`config.mk`:
```
export PLATFORM = sky130hd
export DESIGN_NAME = sha1_message_digest
export DESIGN_NICKNAME = d
export VERILOG_FILES = /design/src/hw/rtl/sha1md_pkg.sv /design/src/hw/rtl/sha1md_round.sv /design/src/hw/rtl/sha1_message_digest.sv
export SDC_FILE = /design/constraint.sdc
export NUM_CORES = 2
export LEC_CHECK = 0
export BUFFER_PORTS_ARGS = -buffer_cell sky130_fd_sc_hd__buf_2
export CAP_MARGIN = 0
export CORE_AREA = 2 2 345 347
export CTS_BUF_LIST = sky130_fd_sc_hd__clkbuf_16
export CTS_CLUSTER_SIZE = 25
export DETAILED_ROUTE_END_ITERATION = 10
export DIE_AREA = 0 0 347 349
export SETUP_SLACK_MARGIN = 0.4
export SYNTH_ARGS = -nofsm -noshare
export SYNTH_HDL_FRONTEND = slang
export SYNTH_SLANG_ARGS = --single-unit
```
`constraint.sdc`:
```
create_clock -name clock -period 26.8 [get_ports clock]
set_input_delay 2.68 -clock clock [delete_from_list [all_inputs] [get_ports clock]]
set_output_delay 2.68 -clock clock [all_outputs]
set_load 0.02 [all_outputs]
```
`src/hw/rtl/sha1md_pkg.sv`:
```
// Shared types and constants for the SHA-1 digest block.
package sha1md_pkg;

   localparam int unsigned WORD_W  = 32;
   localparam int unsigned BLOCK_W = 512;
   localparam int unsigned SLOT_W  = 6;
   localparam int unsigned ROUND_W = 7;
   localparam int unsigned LEN_W   = 64;
   localparam int unsigned WNUM_W  = 3;

   localparam logic [WORD_W-1:0] IV0 = 32'h67452301;
   localparam logic [WORD_W-1:0] IV1 = 32'hEFCDAB89;
   localparam logic [WORD_W-1:0] IV2 = 32'h98BADCFE;
   localparam logic [WORD_W-1:0] IV3 = 32'h10325476;
   localparam logic [WORD_W-1:0] IV4 = 32'hC3D2E1F0;

   localparam logic [WORD_W-1:0] K0 = 32'h5A827999;
   localparam logic [WORD_W-1:0] K1 = 32'h6ED9EBA1;
   localparam logic [WORD_W-1:0] K2 = 32'h8F1BBCDC;
   localparam logic [WORD_W-1:0] K3 = 32'hCA62C1D6;

   localparam logic [7:0] PAD_MARK = 8'h80;
   localparam logic [7:0] PAD_ZERO = 8'h00;

   localparam logic [SLOT_W-1:0]  SLOT_LAST = 6'd63;
   localparam logic [SLOT_W-1:0]  SLOT_LEN  = 6'd56;
   localparam logic [ROUND_W-1:0] ROUND_LAST = 7'd79;
   localparam logic [WNUM_W-1:0]  DIGEST_WORDS = 3'd5;
   localparam logic [WNUM_W-1:0]  WORD_LAST = 3'd4;

   // working variables a..e
   typedef struct packed {
      logic [WORD_W-1:0] a;
      logic [WORD_W-1:0] b;
      logic [WORD_W-1:0] c;
      logic [WORD_W-1:0] d;
      logic [WORD_W-1:0] e;
   } sha1md_vars_type;

   // schedule taps feeding the round unit
   typedef struct packed {
      logic [WORD_W-1:0] w0;
      logic [WORD_W-1:0] w2;
      logic [WORD_W-1:0] w8;
      logic [WORD_W-1:0] w13;
   } sha1md_taps_type;

   typedef enum logic [2:0] {
      ST_IDLE,
      ST_PAD,
      ST_ROUND,
      ST_ADD,
      ST_OUT
   } sha1md_state_type;

endpackage

```
`src/hw/rtl/sha1md_round.sv`:
```
// One SHA-1 round: schedule expansion, round function and working-variable update.
module sha1md_round (
   input  sha1md_pkg::sha1md_vars_type         vars,
   input  sha1md_pkg::sha1md_taps_type         taps,
   input  logic [sha1md_pkg::ROUND_W-1:0]      round,
   output sha1md_pkg::sha1md_vars_type         vars_next,
   output logic [sha1md_pkg::WORD_W-1:0]       wt
);

   logic [sha1md_pkg::WORD_W-1:0] mix;
   logic [sha1md_pkg::WORD_W-1:0] f;
   logic [sha1md_pkg::WORD_W-1:0] k;
   logic [sha1md_pkg::WORD_W-1:0] t;

   assign mix = taps.w13 ^ taps.w8 ^ taps.w2 ^ taps.w0;
   assign wt  = (round < 7'd16) ? taps.w0 : {mix[30:0], mix[31]};

   always_comb begin
      if (round < 7'd20) begin
         f = (vars.b & vars.c) | (~vars.b & vars.d);
         k = sha1md_pkg::K0;
      end else if (round < 7'd40) begin
         f = vars.b ^ vars.c ^ vars.d;
         k = sha1md_pkg::K1;
      end else if (round < 7'd60) begin
         f = (vars.b & vars.c) | (vars.b & vars.d) | (vars.c & vars.d);
         k = sha1md_pkg::K2;
      end else begin
         f = vars.b ^ vars.c ^ vars.d;
         k = sha1md_pkg::K3;
      end
   end

   assign t = {vars.a[26:0], vars.a[31:27]} + f + vars.e + k + wt;

   assign vars_next.a = t;
   assign vars_next.b = vars.a;
   assign vars_next.c = {vars.b[1:0], vars.b[31:2]};
   assign vars_next.d = vars.c;
   assign vars_next.e = vars.d;

endmodule

```
`src/hw/rtl/sha1_message_digest.sv`:
```
// SHA-1 message digest over a byte stream, top level.
//
// Input channel (req_): one beat per message byte. req_tdata carries the byte,
// req_tuser[0] says whether the byte is present (0 on an empty end marker) and
// req_tlast closes the message. A beat with neither byte nor tlast does nothing.
// Result channel (rsp_): five beats per message, h0 first. rsp_tuser holds the
// word number 0..4 and rsp_tlast marks h4.
//
// Timing: bytes are taken one per cycle while tready is high. The 64th byte
// of a block starts the compression: 80 rounds through one shared round unit,
// one round per cycle, and then a step that folds the result into the chain
// value. At the end of a message the padding bytes are placed one per cycle
// with one or two compressions, then the digest moves into a five-word output
// buffer; tready is low during padding and compression.
// When the receiver stalls, the buffered digest holds and the next message can
// already be taken; a later digest waits until the buffer has drained.
// Reset (synchronous, active high) loads the initial chain value, clears the
// length and byte position, and empties the output buffer. No clearing pass.
module sha1_message_digest (
   input  logic        clock,
   input  logic        reset,
   input  logic        req_tvalid,
   output logic        req_tready,
   input  logic [7:0]  req_tdata,   // [7:0] data_byte
   input  logic [0:0]  req_tuser,   // [0] byte_present
   input  logic        req_tlast,   // end_of_message
   output logic        rsp_tvalid,
   input  logic        rsp_tready,
   output logic [31:0] rsp_tdata,   // [31:0] digest_word
   output logic [2:0]  rsp_tuser,   // [2:0] word_number
   output logic        rsp_tlast    // final_word
);

   localparam int unsigned WW = sha1md_pkg::WORD_W;
   localparam int unsigned BW = sha1md_pkg::BLOCK_W;

   sha1md_pkg::sha1md_state_type state_ff, state_in;

   // block buffer / schedule window: word 0 sits in the top bits
   logic [BW-1:0] sched_ff, sched_in;
   sha1md_pkg::sha1md_vars_type vars_ff, vars_in;
   sha1md_pkg::sha1md_vars_type chain_ff, chain_in;
   logic [sha1md_pkg::LEN_W-1:0]   bitlen_ff, bitlen_in;
   logic [sha1md_pkg::SLOT_W-1:0]  slot_ff, slot_in;
   logic [sha1md_pkg::ROUND_W-1:0] round_ff, round_in;
   logic closing_ff, closing_in;   // message end seen, padding pending
   logic mark_ff, mark_in;         // 0x80 marker placed
   logic lenph_ff, lenph_in;       // length bytes being placed

   logic [WW-1:0] obuf_ff [5];
   logic [WW-1:0] obuf_in [5];
   logic [sha1md_pkg::WNUM_W-1:0] ocnt_ff, ocnt_in;
   logic [sha1md_pkg::WNUM_W-1:0] oword_ff, oword_in;

   logic       req_acc;
   logic       rsp_acc;
   logic       put_en;
   logic [7:0] put_byte;

   sha1md_pkg::sha1md_taps_type taps;
   sha1md_pkg::sha1md_vars_type vars_next;
   logic [WW-1:0] wt;

   assign taps.w0  = sched_ff[BW-1      -: WW];
   assign taps.w2  = sched_ff[BW-1-2*WW -: WW];
   assign taps.w8  = sched_ff[BW-1-8*WW -: WW];
   assign taps.w13 = sched_ff[BW-1-13*WW -: WW];

   sha1md_round u_round (
      .vars      (vars_ff),
      .taps      (taps),
      .round     (round_ff),
      .vars_next (vars_next),
      .wt        (wt)
   );

   assign req_tready = (state_ff == sha1md_pkg::ST_IDLE);
   assign req_acc    = req_tvalid && req_tready;
   assign rsp_tvalid = (ocnt_ff != '0);
   assign rsp_acc    = rsp_tvalid && rsp_tready;
   assign rsp_tdata  = obuf_ff[0];
   assign rsp_tuser  = oword_ff;
   assign rsp_tlast  = (oword_ff == sha1md_pkg::WORD_LAST);

   always_comb begin
      state_in   = state_ff;
      sched_in   = sched_ff;
      vars_in    = vars_ff;
      chain_in   = chain_ff;
      bitlen_in  = bitlen_ff;
      slot_in    = slot_ff;
      round_in   = round_ff;
      closing_in = closing_ff;
      mark_in    = mark_ff;
      lenph_in   = lenph_ff;
      put_en     = 1'b0;
      put_byte   = sha1md_pkg::PAD_ZERO;

      unique case (state_ff)
         sha1md_pkg::ST_IDLE: begin
            if (req_acc) begin
               put_en   = req_tuser[0];
               put_byte = req_tdata;
               if (req_tuser[0]) begin
                  bitlen_in = bitlen_ff + 64'd8;
               end
               closing_in = req_tlast;
               if (req_tuser[0] && (slot_ff == sha1md_pkg::SLOT_LAST)) begin
                  state_in = sha1md_pkg::ST_ROUND;
               end else if (req_tlast) begin
                  state_in = sha1md_pkg::ST_PAD;
               end
            end
         end
         sha1md_pkg::ST_PAD: begin
            put_en = 1'b1;
            if (!mark_ff) begin
               put_byte = sha1md_pkg::PAD_MARK;
               mark_in  = 1'b1;
            end else if (lenph_ff || (slot_ff == sha1md_pkg::SLOT_LEN)) begin
               // length goes out MSB first; the register ends up cleared
               put_byte  = bitlen_ff[63:56];
               bitlen_in = {bitlen_ff[55:0], 8'h00};
               lenph_in  = 1'b1;
            end
            if (slot_ff == sha1md_pkg::SLOT_LAST) begin
               state_in = sha1md_pkg::ST_ROUND;
            end
         end
         sha1md_pkg::ST_ROUND: begin
            vars_in  = vars_next;
            sched_in = {sched_ff[BW-WW-1:0], wt};
            round_in = round_ff + 7'd1;
            if (round_ff == sha1md_pkg::ROUND_LAST) begin
               round_in = '0;
               state_in = sha1md_pkg::ST_ADD;
            end
         end
         sha1md_pkg::ST_ADD: begin
            chain_in.a = chain_ff.a + vars_ff.a;
            chain_in.b = chain_ff.b + vars_ff.b;
            chain_in.c = chain_ff.c + vars_ff.c;
            chain_in.d = chain_ff.d + vars_ff.d;
            chain_in.e = chain_ff.e + vars_ff.e;
            if (!closing_ff) begin
               state_in = sha1md_pkg::ST_IDLE;
            end else if (lenph_ff) begin
               state_in = sha1md_pkg::ST_OUT;
            end else begin
               state_in = sha1md_pkg::ST_PAD;
            end
         end
         sha1md_pkg::ST_OUT: begin
            // wait for the output buffer, then start a fresh message
            if (ocnt_ff == '0) begin
               chain_in   = '{a: sha1md_pkg::IV0, b: sha1md_pkg::IV1,
                              c: sha1md_pkg::IV2, d: sha1md_pkg::IV3,
                              e: sha1md_pkg::IV4};
               closing_in = 1'b0;
               mark_in    = 1'b0;
               lenph_in   = 1'b0;
               state_in   = sha1md_pkg::ST_IDLE;
            end
         end
         default: begin
            state_in = sha1md_pkg::ST_IDLE;
         end
      endcase

      if (put_en) begin
         sched_in = {sched_ff[BW-9:0], put_byte};
         slot_in  = slot_ff + 6'd1;
         if (slot_ff == sha1md_pkg::SLOT_LAST) begin
            vars_in = chain_ff;
         end
      end
   end

   // output buffer: load at digest time, shift on each accepted beat
   always_comb begin
      obuf_in  = obuf_ff;
      ocnt_in  = ocnt_ff;
      oword_in = oword_ff;
      if ((state_ff == sha1md_pkg::ST_OUT) && (ocnt_ff == '0)) begin
         obuf_in[0] = chain_ff.a;
         obuf_in[1] = chain_ff.b;
         obuf_in[2] = chain_ff.c;
         obuf_in[3] = chain_ff.d;
         obuf_in[4] = chain_ff.e;
         ocnt_in    = sha1md_pkg::DIGEST_WORDS;
         oword_in   = '0;
      end else if (rsp_acc) begin
         for (int i = 0; i < 4; i++) begin
            obuf_in[i] = obuf_ff[i+1];
         end
         ocnt_in  = ocnt_ff - 3'd1;
         oword_in = oword_ff + 3'd1;
      end
   end

   always_ff @(posedge clock) begin
      if (reset) begin
         state_ff   <= sha1md_pkg::ST_IDLE;
         chain_ff   <= '{a: sha1md_pkg::IV0, b: sha1md_pkg::IV1,
                         c: sha1md_pkg::IV2, d: sha1md_pkg::IV3,
                         e: sha1md_pkg::IV4};
         bitlen_ff  <= '0;
         slot_ff    <= '0;
         round_ff   <= '0;
         closing_ff <= 1'b0;
         mark_ff    <= 1'b0;
         lenph_ff   <= 1'b0;
         ocnt_ff    <= '0;
         oword_ff   <= '0;
      end else begin
         state_ff   <= state_in;
         chain_ff   <= chain_in;
         bitlen_ff  <= bitlen_in;
         slot_ff    <= slot_in;
         round_ff   <= round_in;
         closing_ff <= closing_in;
         mark_ff    <= mark_in;
         lenph_ff   <= lenph_in;
         ocnt_ff    <= ocnt_in;
         oword_ff   <= oword_in;
      end
   end

   always_ff @(posedge clock) begin
      sched_ff <= sched_in;
      vars_ff  <= vars_in;
      obuf_ff  <= obuf_in;
   end

   // round counter only runs during compression
   a_round_idle: assert property (@(posedge clock) disable iff (reset)
      (state_ff != sha1md_pkg::ST_ROUND) |-> (round_ff == '0))
      else $error("round counter active outside compression");

   // padding flags are clear whenever input is taken
   a_idle_clean: assert property (@(posedge clock) disable iff (reset)
      (state_ff == sha1md_pkg::ST_IDLE) |-> (!closing_ff && !mark_ff && !lenph_ff))
      else $error("padding flags set while accepting input");

   // a finished message leaves length and byte position cleared
   a_msg_restart: assert property (@(posedge clock) disable iff (reset)
      ((state_ff == sha1md_pkg::ST_OUT) && (ocnt_ff == '0))
      |=> ((bitlen_ff == '0) && (slot_ff == '0) && (ocnt_ff == sha1md_pkg::DIGEST_WORDS)))
      else $error("message state not cleared at digest hand-off");

   // the marked last word is the last one in the buffer
   a_last_word: assert property (@(posedge clock) disable iff (reset)
      (rsp_tvalid && rsp_tlast) |-> (ocnt_ff == 3'd1))
      else $error("last digest word out of step with buffer count");

endmodule

```
# Word-level counts from Yosys, hierarchy flattened
# Cells that the tools add are included.
dict set report word_totals {
  register_bits 1081
  input_bits 14
  elab_cells 140
}
dict set report op_classes {
  add_sub_neg 14
  bitwise 13
  n_eq_ne 16
  n_lt_le_gt_ge 4
  mux 46
  n_reduce_logical 21
}
# op n
set op_table {}
lappend op_table {{$mux 512} 2}
lappend op_table {{$mux 160} 4}
lappend op_table {{$pmux 160 s2} 1}
lappend op_table {{$add 32x32->32} 9}
lappend op_table {{$mux 128} 2}
lappend op_table {{$mux 64} 4}
lappend op_table {{$mux 32} 6}
lappend op_table {{$xor 32x32->32} 5}
lappend op_table {{$and 32x32->32} 4}
lappend op_table {{$pmux 64 s2} 1}
lappend op_table {{$or 32x32->32} 3}
lappend op_table {{$add 64x4->64 const B} 1}
lappend op_table {{$not 32->32} 1}
lappend op_table {{$mux 31} 1}
lappend op_table {{$mux 3} 10}
lappend op_table {{$mux 8} 3}
lappend op_table {{$pmux 8 s2} 1}
lappend op_table {{$pmux 3 s5} 1}
lappend op_table {{$lt 7x5->1 const B} 2}
lappend op_table {{$lt 7x6->1 const B} 2}
lappend op_table {{$eq 6x6->1 const B} 2}
lappend op_table {{$reduce_bool 2->1} 6}
lappend op_table {{$ne 2x2->1 const B} 5}
lappend op_table {{$reduce_and 5->1} 2}
lappend op_table {{other kinds (21)} 36}

# Depth between registers and ports, before layout
dict set report depth {
  depth_word 13
  ltp_mapped 25
  ltp_nobuf 24
}

# Modules after synthesis
# Synthesis repeated with hierarchy kept, for this count alone.
dict set report unflattened {
  hier_cells 6662
  hier_area_um2 59936.2
}
# mod cells_each n_inst area_per_inst_um2
set modules_own_cells {}
lappend modules_own_cells {sha1_message_digest 5800 1 52440.3}
lappend modules_own_cells {sha1md_round 862 1 7495.9}

# Least setup slack after synthesis
# No wires, ideal clock.
dict set report synth_path {
  path_kind {input-to-reg}
  from {input port req_tvalid}
  to {register sched_ff[0], enable pin}
  setup_ns 3.639
  cell_stages 7
  slack_ns 10.881
  arrival_ns 12.280
  path_cell_list {and2_1 -> clkbuf_1 -> a21boi_0 -> nor2_1 -> clkbuf_1 -> clkbuf_1 -> nand2_1}
}
dict set report synth_between {
  elab_chain_len 4
}
# item line_no
set synth_lines {}
lappend synth_lines {{from (decl)} sha1_message_digest.sv:22} ;# input logic req_tvalid,
lappend synth_lines {{$logic_and 1x1->1} sha1_message_digest.sv:78} ;# assign req_acc = req_tvalid && req_tready;
lappend synth_lines {{$mux 1} sha1_message_digest.sv:101} ;# if (req_acc) begin
lappend synth_lines {{$pmux 1 s2} sha1_message_digest.sv:99} ;# unique case (state_ff)
lappend synth_lines {{$reduce_bool 2->1 (no line)} --}
lappend synth_lines {{to (signal assigned)} sha1_message_digest.sv:230} ;# sched_ff <= sched_in;
lappend synth_lines {{to (decl)} sha1_message_digest.sv:40} ;# logic [BW-1:0] sched_ff, sched_in;
# No other way between the ends.
# A chain may end at the register's enable or synchronous reset.

==> results.toml <==
[run_status]
status = "complete, no violations"

[clock_network]
cts_tree = "built"
ctsLongestPathBuffers = 3
clk_latency_ns = 0.77
cts-buffers-inserted = 119
ctsHoldBuffers = 0
cts.sinks = 1078
path_clk_slew_ns = 0.06
cts_root_buf = "clkbuf_16"
cts_max_level = 3
postCtsSetupRepairBufs = 0
cts_resized = 0

[sta]
setup_slack_ns = 19.95
skew_ns = 0.0339
finalCritPeriodShare = 0.255
drv_slew = 0
fmax_ghz = 0.146
max-slew-margin-rel = 0.146
fin_setup_tns_ns = 0
min_period_ns = 6.85
rsz0062_at_grt = "false"
tightest_slew_ns = 1.28
hold_violations = 0
setup_viol = 0

[floorplanning]
fp.dieArea_um2 = 121000
die_h_um = 349
dieWidth_um = 347
io_pins = 52
coreArea_um2 = 117000
start_util = 0.496
rows = 126

[synthesis]
ys_ff_latch = 1078
async_reset_ff_frac = 0
ys_warn_count = 0
seq_area_frac_synth = 0.486
synth_area_per_cell_um2 = 8.77
yosysUniqueCellTypes = 84
synthCells = 6638
synth_edf_count = 672
synthFlopType = "edfxtp_1"
synth_area_um2 = 58200
syn-num-nets = 6978

[route]
wirelength_mm = 166
first_iter_violations = 4784
wl_per_cell_um = 20.4
viasPerCell = 5.67
antenna_left = 0
drc = 0
drtPass1Iterations = 6
vias = 46156

[grt]
antenna_found_initial = 1
busiest_layer = "met1"
grt_use_total = 0.270
met1_usage = 0.408
gr-usage-met2 = 0.397
grt_pass1_wl_mm = 257
grt_use_met3 = 0.0464
grt_max_degree = 215
overflow = 0
grt_pass1_vias = 43283

[cells_and_area]
num_antenna_cells = 0
nNetsFinal = 6840
drive_gt1_frac = 0.0513
syn2layout_area_growth_pct = 9.02
stdcell_count = 8141

[setup_path]
path_class = "reg2reg"
cp-start-kind = "register"
arrival_ns = 7.46
cp.required_ns = 27.41
path_max_fanout = 22
end_kind = "register"

[placement]
place_ws_ns = 19.82
dp_cells = 7915
gp_congestion = 0.947
dp_hpwl_mm = 111
portBuffers = 51

[worst_hold_path]
hold_class = "reg2reg"

[power]
p_total_mw = 4.36
p_leak_nw = 26.9
vdd.ir_drop.worst_mv = 0.0708
power_density_nw_per_um2 = 68.6

[flow_run]
maxCapViolCount = 0
-- placed cells by master (no fill, tap or decap), types with 13 or more instances in the layout --
cell          n
xor2_1       75
o21bai_1     26
a221o_1      20
fa_1        117
and3_1       32
nand2b_1     25
a22oi_1      47
o21ai_0     244
buf_4        56
mux2i_1      34
xnor2_1     198
edfxtp_1    672
a31oi_1     153
o211ai_1     16
nor3_1       73
o31ai_1      17
nand2_1    2395
buf_2        50
nand4_1      38
inv_1       210
dfxtp_1     406
clkinv_1     21
or3_1        13
o21a_1       28
clkbuf_16   119
ha_1        209
a211oi_1     43
nand3_1      71
nor2_1      477
clkinv_2     28
nor2b_1      34
bufinv_16    16
o22ai_1      35
a21oi_1     318
a21o_1       75
-- area by class of cell --
type / instances / area (um2)
well taps: 1536 / 1920
flip-flops and latches: 1078 / 28300
inverters: 186 / 703
multi-input cells: 5007 / 27800
repair buffers: 108 / 711
fillers: 10861 / 54000
clock buffers: 119 / 2980
clock inverters: 107 / 1020
-- per-layer routing --
metal | vias up | share of wire
met5 | - | 0.000066
li1 | 22275 | -
met3 | 204 | 0.069
met1 | 22291 | 0.48
met2 | 1384 | 0.43
met4 | 2 | 0.024
-- metrics by stage --
stage	util	instance area (um2)	hold WS (ns)
6_report	0.541	63500	0.470
5_1_grt	0.541	63500	0.498
4_1_cts	0.541	63500	0.469
3_5_place_dp	0.507	59500	0.458
3_3_place_gp	0.507	59500	0.452
2_1_floorplan	-	58200	0.437
-- cell usage after synthesis (all sizes together), types with 117 or more instances --
cell / n / area share
ha: 209 / 0.045
edfxtp: 672 / 0.35
nor2: 485 / 0.031
o21ai: 253 / 0.022
dfxtp: 406 / 0.14
clkbuf: 310 / 0.020
nand2: 2401 / 0.15
a31oi: 153 / 0.016
fa: 117 / 0.040
xnor2: 198 / 0.030
inv: 186 / 0.012
a21oi: 320 / 0.028
-- logic make-up after synthesis --
| kind of cell | count (synthesis) | synth area share |
|---|---|---|
| and+or+nand+nor | 3238 | 0.222 |
| DFF | 1078 | 0.486 |
| muxes | 35 | 0.00604 |
| xor gates and xnor gates | 273 | 0.0411 |
| AOI/OAI and AO/OA | 1135 | 0.121 |
| adders and majority gates | 326 | 0.0851 |
| buffers and inverters | 553 | 0.0377 |
-- sequential cells by signal, indices dropped and copies added (netlist names) --
signal	flops
sched_ff	512
chain_ff	160
vars_ff	160
obuf_ff	128
bitlen_ff	61
rsp_tdata	32
round_ff	7
slot_ff	6
ocnt_ff	3
rsp_tuser	3
state_ff	3
closing_ff	1
lenph_ff	1
mark_ff	1
-- worst max-delay path, stage by stage, from the launching register on --
cell and delay (ns):
dfxtp_1 0.37, and3_1 0.23, a21oi_1 0.74, nand2_1 0.17
inv_1 0.25, buf_4 0.37, nor2_2 0.09, buf_4 0.24
a221oi_1 0.37, fa_1 0.50, fa_1 0.47, fa_1 0.52
inv_1 0.04, ha_1 0.34, nand3_1 0.15, nor2_1 0.08
nand2_1 0.14, nor3_1 0.08, a211oi_2 0.34, a21oi_2 0.14
a221o_1 0.37, a211o_1 0.30, a21oi_2 0.15, xnor2_1 0.13
o221ai_1 0.13
-- path summary, 6_finish.rpt --
| path | startpoint | endpoint | slack (ns) | depth (start not counted) |
|---|---|---|---|---|
| max | round_ff[4] | vars_ff[159] | 19.95 | 24 |
| min | ocnt_ff[0] | ocnt_ff[0] | 0.47 | 1 |
| max reg2reg | round_ff[4] | vars_ff[159] | 19.95 | 24 |
| min reg2reg | ocnt_ff[0] | ocnt_ff[0] | 0.47 | 1 |
-- where the power goes --
part | switching (mW) | internal [mW]
logic | 0.385 | 0.175
clock network | 0.721 | 0.965
registers | 0.0945 | 2.02
Note: power is estimated with default switching activity, not from simulation.
